==> src/hw/rtl/blit_rectangle_clipper_unit_macros.svh <==
// assertion macros shared by the rectangle clipper rtl
// included by modules that carry concurrent checks
`ifndef BLIT_RECTANGLE_CLIPPER_UNIT_MACROS_SVH
`define BLIT_RECTANGLE_CLIPPER_UNIT_MACROS_SVH

// same-cycle implication, disabled while reset is low
`define BRC_ASSERT_NOW(label, clk, rst_n, ante, cons, msg) \
  label: assert property (@(posedge clk) disable iff (!rst_n) (ante) |-> (cons)) \
    else $error(msg);

// next-cycle implication, disabled while reset is low
`define BRC_ASSERT_NEXT(label, clk, rst_n, ante, cons, msg) \
  label: assert property (@(posedge clk) disable iff (!rst_n) (ante) |=> (cons)) \
    else $error(msg);

`endif

==> src/hw/rtl/brc_pkg.sv <==
// types and constants for the blitter rectangle clipper
// no dependencies; used by every other rtl file of the block except the macro header
`timescale 1ns / 1ps
`default_nettype none

package brc_pkg;

  localparam int CFG_IDX_W  = 3;
  localparam int CFG_DATA_W = 13;
  localparam int COORD_W    = 20;

  typedef enum logic [1:0] {
    MODE_FILL  = 2'd0,
    MODE_IMAGE = 2'd1,
    MODE_COPY  = 2'd2,
    MODE_RSVD  = 2'd3
  } mode_t;

  typedef enum logic [CFG_IDX_W-1:0] {
    CFG_SCREEN_W = 3'd0,
    CFG_SCREEN_H = 3'd1,
    CFG_CLIENT_X = 3'd2,
    CFG_CLIENT_Y = 3'd3,
    CFG_CLIENT_W = 3'd4,
    CFG_CLIENT_H = 3'd5,
    CFG_PAN_X    = 3'd6,
    CFG_PAN_Y    = 3'd7
  } cfg_idx_t;

  localparam logic [CFG_DATA_W-1:0] SCREEN_W_RST = 13'd640;
  localparam logic [CFG_DATA_W-1:0] SCREEN_H_RST = 13'd480;
  localparam logic [CFG_DATA_W-1:0] CLIENT_W_RST = 13'd640;
  localparam logic [CFG_DATA_W-1:0] CLIENT_H_RST = 13'd480;

  typedef logic signed [COORD_W-1:0] coord_t;
  localparam coord_t COORD_ZERO = '0;

  typedef struct packed {
    logic [CFG_DATA_W-1:0] screen_width;
    logic [CFG_DATA_W-1:0] screen_height;
    logic [CFG_DATA_W-1:0] client_x_offset;
    logic [CFG_DATA_W-1:0] client_y_offset;
    logic [CFG_DATA_W-1:0] client_width;
    logic [CFG_DATA_W-1:0] client_height;
    logic [CFG_DATA_W-1:0] pan_x;
    logic [CFG_DATA_W-1:0] pan_y;
  } cfg_t;

  typedef struct packed {
    mode_t              mode;
    logic               from_client;
    logic signed [15:0] rect_x;
    logic signed [15:0] rect_y;
    logic [15:0]        rect_w;
    logic [15:0]        rect_h;
    logic signed [15:0] dest_x;
    logic signed [15:0] dest_y;
  } cmd_t;

  typedef struct packed {
    logic        draw;
    logic [13:0] out_x;
    logic [13:0] out_y;
    logic [12:0] out_w;
    logic [12:0] out_h;
    logic [13:0] out_dest_x;
    logic [13:0] out_dest_y;
    logic [15:0] skip_left;
    logic [15:0] skip_top;
    logic [15:0] skip_right;
  } res_t;

  // per-axis control from the command decode
  typedef struct packed {
    logic use_offset;
    logic fill;
    logic copy;
  } axis_ctl_t;

  // per-axis clip outcome
  typedef struct packed {
    logic        ok;
    logic        nonzero;
    logic [13:0] pos;
    logic [12:0] size;
    logic [13:0] dest;
    logic [15:0] skip_lo;
    logic [15:0] skip_hi;
  } axis_res_t;

endpackage

`default_nettype wire

==> src/hw/rtl/brc_cmd_if.sv <==
// valid/ready channel interfaces for commands and clip results
// depends on brc_pkg for the payload structs
`timescale 1ns / 1ps
`default_nettype none

interface brc_cmd_if;
  logic           valid;
  logic           ready;
  brc_pkg::cmd_t  data;

  modport source (output valid, output data, input ready);
  modport sink   (input valid, input data, output ready);
endinterface

interface brc_res_if;
  logic           valid;
  logic           ready;
  brc_pkg::res_t  data;

  modport source (output valid, output data, input ready);
  modport sink   (input valid, input data, output ready);
endinterface

`default_nettype wire

==> src/hw/rtl/brc_cfg_regs.sv <==
// configuration register file of the rectangle clipper
// depends on brc_pkg for register indexes and reset values
`timescale 1ns / 1ps
`default_nettype none

module brc_cfg_regs (
  input  logic                                clk,
  input  logic                                rst_n,
  input  logic                                cfg_we,
  input  logic [brc_pkg::CFG_IDX_W-1:0]       cfg_index,
  input  logic [brc_pkg::CFG_DATA_W-1:0]      cfg_data,
  output brc_pkg::cfg_t                       cfg
);
  import brc_pkg::*;

  cfg_t cfg_r;
  cfg_t cfg_nxt;

  always_comb begin
    cfg_nxt = cfg_r;
    if (cfg_we) begin
      unique case (cfg_idx_t'(cfg_index))
        CFG_SCREEN_W: cfg_nxt.screen_width    = cfg_data;
        CFG_SCREEN_H: cfg_nxt.screen_height   = cfg_data;
        CFG_CLIENT_X: cfg_nxt.client_x_offset = cfg_data;
        CFG_CLIENT_Y: cfg_nxt.client_y_offset = cfg_data;
        CFG_CLIENT_W: cfg_nxt.client_width    = cfg_data;
        CFG_CLIENT_H: cfg_nxt.client_height   = cfg_data;
        CFG_PAN_X:    cfg_nxt.pan_x           = cfg_data;
        CFG_PAN_Y:    cfg_nxt.pan_y           = cfg_data;
        default:      cfg_nxt = cfg_r;
      endcase
    end
  end

  always_ff @(posedge clk) begin
    if (!rst_n) begin
      cfg_r.screen_width    <= SCREEN_W_RST;
      cfg_r.screen_height   <= SCREEN_H_RST;
      cfg_r.client_x_offset <= '0;
      cfg_r.client_y_offset <= '0;
      cfg_r.client_width    <= CLIENT_W_RST;
      cfg_r.client_height   <= CLIENT_H_RST;
      cfg_r.pan_x           <= '0;
      cfg_r.pan_y           <= '0;
    end else begin
      cfg_r <= cfg_nxt;
    end
  end

  assign cfg = cfg_r;

endmodule

`default_nettype wire

==> src/hw/rtl/brc_axis_clip.sv <==
// one-axis clipper: offset, near/far edge clip, copy destination clip, pan
// depends on brc_pkg for coordinate and control types
`timescale 1ns / 1ps
`default_nettype none

module brc_axis_clip (
  input  logic signed [15:0]                  pos,
  input  logic [15:0]                         size,
  input  logic signed [15:0]                  dest,
  input  logic [brc_pkg::CFG_DATA_W-1:0]      offset,
  input  logic [brc_pkg::CFG_DATA_W-1:0]      limit,
  input  logic [brc_pkg::CFG_DATA_W-1:0]      pan,
  input  brc_pkg::axis_ctl_t                  ctl,
  output brc_pkg::axis_res_t                  res
);
  import brc_pkg::*;

  coord_t off_ext, lim, pan_ext;
  coord_t p0, np, sz0, p1, sz1, lo, d1, end1, sz2, hi;
  coord_t nd, sz3, p2, d2, dend, sz4;
  coord_t pf, szf, df, pf_pan, df_pan;
  logic   neg, rej_far, rej_near, over;
  logic   dneg, rej_dfar, rej_dnear, dover;

  assign off_ext = ctl.use_offset ? coord_t'(offset) : COORD_ZERO;
  assign lim     = coord_t'(limit);
  assign pan_ext = coord_t'(pan);

  // source clip against 0..limit
  assign p0       = coord_t'(pos) + off_ext;
  assign sz0      = coord_t'(size);
  assign np       = -p0;
  assign neg      = p0 < COORD_ZERO;
  assign rej_far  = p0 > lim;
  assign rej_near = neg && (ctl.fill ? (np >= sz0) : (np > sz0));

  assign p1   = neg ? COORD_ZERO : p0;
  assign sz1  = neg ? (sz0 + p0) : sz0;
  assign lo   = neg ? np : COORD_ZERO;
  // destination follows the cut at the near edge
  assign d1   = coord_t'(dest) + lo;

  assign end1 = p1 + sz1;
  assign over = end1 > lim;
  assign sz2  = over ? (lim - p1) : sz1;
  assign hi   = over ? (end1 - lim) : COORD_ZERO;

  // destination clip, moving the source along
  assign rej_dfar  = d1 > lim;
  assign dneg      = d1 < COORD_ZERO;
  assign nd        = -d1;
  assign rej_dnear = dneg && (nd > sz2);
  assign sz3       = dneg ? (sz2 + d1) : sz2;
  assign p2        = dneg ? (p1 + nd) : p1;
  assign d2        = dneg ? COORD_ZERO : d1;
  assign dend      = d2 + sz3;
  assign dover     = dend > lim;
  assign sz4       = dover ? (lim - d2) : sz3;

  assign pf  = ctl.copy ? p2 : p1;
  assign szf = ctl.copy ? sz4 : sz2;
  assign df  = ctl.copy ? d2 : COORD_ZERO;

  assign pf_pan = pf + pan_ext;
  assign df_pan = df + pan_ext;

  always_comb begin
    res.ok      = !rej_far && !rej_near && !(ctl.copy && (rej_dfar || rej_dnear));
    res.nonzero = szf > COORD_ZERO;
    res.pos     = pf_pan[13:0];
    res.size    = szf[12:0];
    res.dest    = df_pan[13:0];
    res.skip_lo = lo[15:0];
    res.skip_hi = hi[15:0];
  end

endmodule

`default_nettype wire

==> src/hw/rtl/blit_rectangle_clipper_unit.sv <==
// Rectangle clipping front end of a 2D blitter. Accepts one command per
// clock cycle while the result channel is not stalled and returns exactly
// one result per command. A command is captured in an input register,
// clipped per axis by purely combinational logic, and the result is held
// in an output register; the input register can take one more command
// while a finished result waits to be taken.
// Configuration registers are written through cfg_we/cfg_index/cfg_data
// and must only change while no command is in flight.
// Depends on brc_pkg, brc_cmd_if, brc_cfg_regs, brc_axis_clip and the
// macro header blit_rectangle_clipper_unit_macros.svh.
`timescale 1ns / 1ps
`default_nettype none

`include "blit_rectangle_clipper_unit_macros.svh"

module blit_rectangle_clipper_unit (
  input  logic                                clk,
  input  logic                                rst_n,
  brc_cmd_if.sink                             in_cmd,
  brc_res_if.source                           out_res,
  input  logic                                cfg_we,
  input  logic [brc_pkg::CFG_IDX_W-1:0]       cfg_index,
  input  logic [brc_pkg::CFG_DATA_W-1:0]      cfg_data
);
  import brc_pkg::*;

  cfg_t      cfg;
  logic      s1_valid_r, s1_valid_nxt;
  cmd_t      s1_cmd_r;
  logic      out_valid_r, out_valid_nxt;
  res_t      out_data_r, res_nxt;
  logic      out_adv, in_ready, in_xfer, s1_adv;
  axis_ctl_t ctl;
  axis_res_t xr, yr;
  logic      mode_ok, is_copy, is_image;
  logic [CFG_DATA_W-1:0] lim_x, lim_y;

  brc_cfg_regs u_cfg (
    .clk       (clk),
    .rst_n     (rst_n),
    .cfg_we    (cfg_we),
    .cfg_index (cfg_index),
    .cfg_data  (cfg_data),
    .cfg       (cfg)
  );

  // handshake: result register frees when taken, input register when it moves on
  assign out_adv  = !out_valid_r || out_res.ready;
  assign in_ready = !s1_valid_r || out_adv;
  assign in_xfer  = in_cmd.valid && in_ready;
  assign s1_adv   = s1_valid_r && out_adv;

  assign in_cmd.ready  = in_ready;
  assign out_res.valid = out_valid_r;
  assign out_res.data  = out_data_r;

  always_comb begin
    s1_valid_nxt  = s1_valid_r;
    out_valid_nxt = out_valid_r;
    if (in_ready) begin
      s1_valid_nxt = in_cmd.valid;
    end
    if (out_adv) begin
      out_valid_nxt = s1_valid_r;
    end
  end

  always_ff @(posedge clk) begin
    if (!rst_n) begin
      s1_valid_r  <= 1'b0;
      out_valid_r <= 1'b0;
    end else begin
      s1_valid_r  <= s1_valid_nxt;
      out_valid_r <= out_valid_nxt;
    end
  end

  always_ff @(posedge clk) begin
    if (in_xfer) begin
      s1_cmd_r <= in_cmd.data;
    end
    if (s1_adv) begin
      out_data_r <= res_nxt;
    end
  end

  // command decode
  assign mode_ok  = s1_cmd_r.mode != MODE_RSVD;
  assign is_copy  = s1_cmd_r.mode == MODE_COPY;
  assign is_image = s1_cmd_r.mode == MODE_IMAGE;
  assign lim_x    = s1_cmd_r.from_client ? cfg.client_width  : cfg.screen_width;
  assign lim_y    = s1_cmd_r.from_client ? cfg.client_height : cfg.screen_height;

  always_comb begin
    ctl.use_offset = s1_cmd_r.from_client;
    ctl.fill       = s1_cmd_r.mode == MODE_FILL;
    ctl.copy       = is_copy;
  end

  brc_axis_clip u_clip_x (
    .pos    (s1_cmd_r.rect_x),
    .size   (s1_cmd_r.rect_w),
    .dest   (s1_cmd_r.dest_x),
    .offset (cfg.client_x_offset),
    .limit  (lim_x),
    .pan    (cfg.pan_x),
    .ctl    (ctl),
    .res    (xr)
  );

  brc_axis_clip u_clip_y (
    .pos    (s1_cmd_r.rect_y),
    .size   (s1_cmd_r.rect_h),
    .dest   (s1_cmd_r.dest_y),
    .offset (cfg.client_y_offset),
    .limit  (lim_y),
    .pan    (cfg.pan_y),
    .ctl    (ctl),
    .res    (yr)
  );

  // a rejected or empty command gives an all-zero result
  always_comb begin
    res_nxt = '0;
    if (mode_ok && xr.ok && yr.ok && xr.nonzero && yr.nonzero) begin
      res_nxt.draw  = 1'b1;
      res_nxt.out_x = xr.pos;
      res_nxt.out_y = yr.pos;
      res_nxt.out_w = xr.size;
      res_nxt.out_h = yr.size;
      if (is_copy) begin
        res_nxt.out_dest_x = xr.dest;
        res_nxt.out_dest_y = yr.dest;
      end
      if (is_image) begin
        res_nxt.skip_left  = xr.skip_lo;
        res_nxt.skip_top   = yr.skip_lo;
        res_nxt.skip_right = xr.skip_hi;
      end
    end
  end

  `BRC_ASSERT_NOW(a_nodraw_zero, clk, rst_n, out_valid_r && !out_data_r.draw, out_data_r == '0, "result without draw carries nonzero fields")
  `BRC_ASSERT_NOW(a_draw_nonempty, clk, rst_n, out_valid_r && out_data_r.draw, (out_data_r.out_w != '0) && (out_data_r.out_h != '0), "drawn result has empty size")
  `BRC_ASSERT_NOW(a_skip_no_dest, clk, rst_n, out_valid_r && ((out_data_r.skip_left != '0) || (out_data_r.skip_top != '0) || (out_data_r.skip_right != '0)), (out_data_r.out_dest_x == '0) && (out_data_r.out_dest_y == '0), "skip counts and copy destination both set")
  `BRC_ASSERT_NEXT(a_s1_hold, clk, rst_n, s1_valid_r && !out_adv, s1_valid_r && $stable(s1_cmd_r), "held command lost while result stalled")
  `BRC_ASSERT_NEXT(a_xfer_loads, clk, rst_n, in_xfer, s1_valid_r, "accepted command not captured")

endmodule

`default_nettype wire
==> src/flat_wrapper.sv <==
// flat-port wrapper written by rule: the top's interface ports become plain ports
module blit_rectangle_clipper_unit_flat import brc_pkg::*;
  (clk, rst_n, cfg_we, cfg_index, cfg_data, in_cmd_valid, in_cmd_data, in_cmd_ready, out_res_valid, out_res_data, out_res_ready);
  brc_cmd_if in_cmd_i ();
  brc_res_if out_res_i ();
  input  logic clk;
  input  logic rst_n;
  input  logic cfg_we;
  input  logic [brc_pkg::CFG_IDX_W-1:0] cfg_index;
  input  logic [brc_pkg::CFG_DATA_W-1:0] cfg_data;
  input wire logic [$bits(in_cmd_i.valid)-1:0] in_cmd_valid;
  input wire logic [$bits(in_cmd_i.data)-1:0] in_cmd_data;
  output wire logic [$bits(in_cmd_i.ready)-1:0] in_cmd_ready;
  output wire logic [$bits(out_res_i.valid)-1:0] out_res_valid;
  output wire logic [$bits(out_res_i.data)-1:0] out_res_data;
  input wire logic [$bits(out_res_i.ready)-1:0] out_res_ready;
  assign in_cmd_i.valid = in_cmd_valid;
  assign in_cmd_i.data = in_cmd_data;
  assign in_cmd_ready = in_cmd_i.ready;
  assign out_res_valid = out_res_i.valid;
  assign out_res_data = out_res_i.data;
  assign out_res_i.ready = out_res_ready;
  blit_rectangle_clipper_unit u_core (.clk(clk), .rst_n(rst_n), .in_cmd(in_cmd_i), .out_res(out_res_i), .cfg_we(cfg_we), .cfg_index(cfg_index), .cfg_data(cfg_data));
endmodule
==> config.mk <==
export PLATFORM = sky130hd
export DESIGN_NAME = blit_rectangle_clipper_unit_flat
export DESIGN_NICKNAME = d
export VERILOG_FILES = /design/src/hw/rtl/brc_pkg.sv /design/src/hw/rtl/brc_cmd_if.sv /design/src/hw/rtl/brc_cfg_regs.sv /design/src/hw/rtl/brc_axis_clip.sv /design/src/hw/rtl/blit_rectangle_clipper_unit.sv /design/src/flat_wrapper.sv
export VERILOG_INCLUDE_DIRS = /design/src /design/src/hw/rtl
export SDC_FILE = /design/constraint.sdc
export NUM_CORES = 1
export LEC_CHECK = 0
export BUFFER_PORTS_ARGS = -buffer_cell sky130_fd_sc_hd__buf_4
export CAP_MARGIN = 15
export CORE_ASPECT_RATIO = 1.25
export CORE_MARGIN = 10
export CORE_UTILIZATION = 50
export CTS_CLUSTER_SIZE = 12
export DETAILED_ROUTE_END_ITERATION = 6
export PLACE_DENSITY = 0.83
export SLEW_MARGIN = 5
export SYNTH_ARGS = -nofsm -noshare
export SYNTH_HDL_FRONTEND = slang
export SYNTH_SLANG_ARGS = --single-unit
==> constraint.sdc <==
create_clock -name clk -period 15.1 [get_ports clk]
set_input_delay 2.265 -clock clk [delete_from_list [all_inputs] [get_ports clk]]
set_output_delay 2.265 -clock clk [all_outputs]
set_load 0.1 [all_outputs]
==> run_results.csv <==
group,metric,value,unit
timing,fin_skew,0.0454,ns
logic_synthesis,synth-edff-count,230,
critical_path,setup.worst_path.end_class,"flop",
cells_and_area,drive_gt1_share,12.3,%
critical_path,r2r_setup_slack,0.68,ns
floorplan,die_h,323,um
critical_path,worstPathArrival,14.76,ns
critical_path,critPathLaunchType,"flop",
logic_synthesis,synth_xor_xnor_area_share,8.05,%
global_route,grt_antenna_before_repair,3,
detailed_routing,avgRoutedWirePerCell,23.2,um
cells_and_area,multi_input_gate_area,26100,um2
detailed_routing,first_iter_violations,2849,
floorplan,num_io_pins,253,
worst_hold_path,min_path_type,"flop to flop",
clock_tree,ctsLongestPathBuffers,3,
critical_path,crit-reg2reg-capture,"u_core.out_res.data[4]$_SDFFCE_PN0P_",
logic_synthesis,synth_fp_nets,5158,
cells_and_area,area_growth,14.7,%
floorplan,core.rowCount,110,
timing,timing.fmax,69.3,MHz
floorplan,fp.dieArea,84600,um2
clock_tree,tritoncts,"done",
timing,worst_slew_margin_rel,11.3,%
critical_path,r2r.worst_path.cells,53,
logic_synthesis,yosysWarningCount,0,
clock_tree,cts_made_buffers,38,
critical_path,worst-path-max-fanout,40,
clock_tree,cts.sinks,336,
place,buffer_ports.inserted,252,
logic_synthesis,postSynthCellCount,4493,
logic_synthesis,synth_area,36700,um2
cells_and_area,fillerInstances,6559,
logic_synthesis,synthesis.area_per_instance,8.16,um2
floorplan,starting_density,50.7,%
detailed_routing,vias_per_cell,6.08,
pwr,power_density,128,nW/um2
run,max_cap_viols,0,
global_route,globalRouteTotalUtil,30.7,%
logic_synthesis,post_synth_top_area_cell,"edfxtp_1",
logic_synthesis,synth_simple_gate_area_share,19.6,%
critical_path,timing.rr.start,"u_core.ctl[2]$_DFFE_PP_",
logic_synthesis,synth_cell_type_count,89,
clock_tree,cts-htree-levels,2,
global_route,global_route_wire_length_before_repair,203000,um
worst_hold_path,min_path_cells,2,
status,run_status,"complete, but fails checks",
floorplan,floorplan.die.width,262,um
critical_path,critical_path.most_common_cell,"ha_1",
cells_and_area,nNetsFinal,5503,
timing,actual_transition_at_the_worst_max_transition_pin,1.33,ns
logic_synthesis,ys_async_sr_fraction,0,%
worst_hold_path,hold_path.startpoint,"u_core.u_cfg.cfg[77]$_SDFFE_PN0P_",
global_route,number_of_global_route_vias_before_repair,34878,
detailed_routing,drt_drc_violations_left,4,
logic_synthesis,synth.ff_latch_count,336,
logic_synthesis,synth_area_in_compound_gates,21.7,%
clock_tree,clk_latency,0.61,ns
cells_and_area,final-seq-area,9030,um2
detailed_routing,final_antenna_net_count,0,
timing,setup_slack,0.680,ns
timing,pins_over_slew_limit,0,
pwr,p_leak,18.8,nW
global_route,globalRouteOverflowTotal,0,
logic_synthesis,yosysSeqAreaShare,24.6,%
place,dpl.hpwl,109000,um
detailed_routing,drt_first_pass_iters,7,
critical_path,cp.required,15.44,ns
critical_path,cp_slowest_cell,"a2111oi_0",
status,violations,"design-rule violations",
cells_and_area,mostFrequentLayoutCells,"ha_1 (521), nand2_1 (518), buf_4 (431)",
critical_path,timing.critical_path.from,"u_core.ctl[2]$_DFFE_PP_",
timing,finalWorstPathRequiredPeriod,14.42,ns
logic_synthesis,synth.top_cells.by_area,"edfxtp_1 (19%), ha_1 (18%), xnor2_1 (5.8%)",
clock_tree,cts-root-buf,"clkbuf_16",
floorplan,floorplan.core_area,72400,um2
logic_synthesis,synth_fa_ha_area_share,19.1,%
clock_tree,clkTransAtPathRegs,0.06,ns
detailed_routing,wirelength,135000,um
pwr,p_total,5.39,mW
place,place_congestion,1.04,
critical_path,setup.worst_path.end,"u_core.out_res.data[4]$_SDFFCE_PN0P_",
logic_synthesis,main_combinational_cell_family_by_area_after_synthesis,"compound AO/OA/AOI/OAI gates",
logic_synthesis,synth_flop_cell,"edfxtp_1",
cells_and_area,layout.cells.most_common,"ha_1",
logic_synthesis,synth.area.mux_share,1.95,%
place,detailedPlace.worstSlack,0.367,ns
timing,final_hold_viol_count,0,
timing,period_share,95.5,%
pwr,ir_worst_vdd,98.4,uV
timing,final-setup-viol-count,0,
detailed_routing,routed-via-count,35411,
global_route,grt_start_max_net_pins,107,
logic_synthesis,synth_top_area_share,18.8,%
critical_path,crit_type,"flop to flop",
critical_path,max_stage_delay,0.86,ns
flip-flops by register name, summed over array words and instances (netlist names):
signal	flops
u_core.out_res.data	131
u_core.ctl	1
u_core.out_res.valid	1
u_core.u_cfg.cfg	104
u_core.s1_valid_r	1
u_core.s1_cmd_r	98
worst min-delay path by stage:
stage                                               to
floorplan            u_core.u_cfg.cfg[64]$_SDFFE_PN0P_
global placement     u_core.u_cfg.cfg[77]$_SDFFE_PN0P_
detailed placement   u_core.u_cfg.cfg[77]$_SDFFE_PN0P_
CTS                  u_core.u_cfg.cfg[77]$_SDFFE_PN0P_
global route        u_core.u_cfg.cfg[103]$_SDFFE_PN0P_
finish               u_core.u_cfg.cfg[77]$_SDFFE_PN0P_
report_power, final:
part	internal [mW]	total, mW	switching [mW]
sequential	1.03	1.06	0.0299
combinational	1.38	3.44	2.06
clock	0.483	0.893	0.409
total	2.89	5.39	2.49
what timing repair did:
action | 4_1_cts | 5_1_grt
endpoints found under the setup margin | 0 | 131
hold buffers | 0 | 0
setup buffers | 0 | 9
resized for setup | 0 | 53
per-stage QoR:
| step | cell area (um2) | util (%) | hold WS [ns] | TNS [ns] | instances |
|---|---|---|---|---|---|
| after global routing | 42100 | 58.1 | 0.485 | -0.226 | 5820 |
| after CTS | 41800 | 57.7 | 0.466 | 0 | 5810 |
| after floorplan | 36700 | - | 0.439 | 0 | 4493 |
| after detailed placement | 40600 | 56.1 | 0.457 | 0 | 5741 |
| after global placement | 40600 | 56.1 | 0.449 | 0 | 5741 |
| final | 42100 | 58.1 | 0.463 | 0 | 5821 |
cells in the mapped netlist (106+ instances only):
| cell | n |
|---|---|
| ha_1 | 522 |
| nand2_1 | 521 |
| nor2_1 | 361 |
| inv_1 | 328 |
| a21oi_1 | 294 |
| xnor2_1 | 244 |
| edfxtp_1 | 230 |
| o21ai_0 | 229 |
| nor3_1 | 153 |
| a21o_1 | 146 |
| a21boi_0 | 110 |
| dfxtp_1 | 106 |
routing by layer:
| metal | global-route usage (%) | vias up | routed length [um] |
|---|---|---|---|
| met5 | 0 | - | 0 |
| met4 | 26.1 | 0 | 13000 |
| met3 | 4.86 | 508 | 8880 |
| met2 | 53.4 | 1535 | 64000 |
| met1 | 32.3 | 16472 | 49100 |
| li1 | - | 16896 | - |
cells by family after synthesis:
group                      count (synthesis)
AOI/OAI and AO/OA                       1209
xor gates and xnor gates                 337
and+or+nand+nor                         1534
buffers and inverters                    463
adders and majority gates                545
muxes                                     69
DFF                                      336
layout make-up:
class / count / share of cell area (%)
flip-flops and latches: 336 / 21.5
multi-input cells: 3694 / 62.0
clock inverters: 15 / 0.303
inverters: 331 / 2.95
clock buffers: 54 / 2.45
diodes: 2 / 0.0119
repair buffers: 437 / 7.95
well taps: 952 / 2.83
worst max-delay path: cells and delay by family, from the launching register on:
family / cells / cell delay, ns
xor gates and xnor gates: 3 / 0.82
AOI/OAI and AO/OA: 19 / 6.05
adders and majority gates: 6 / 1.95
and+or+nand+nor: 15 / 2.79
DFF: 1 / 0.49
muxes: 2 / 0.58
buffers and inverters: 8 / 1.39
No activity file was read; power rests on OpenSTA's default activity.
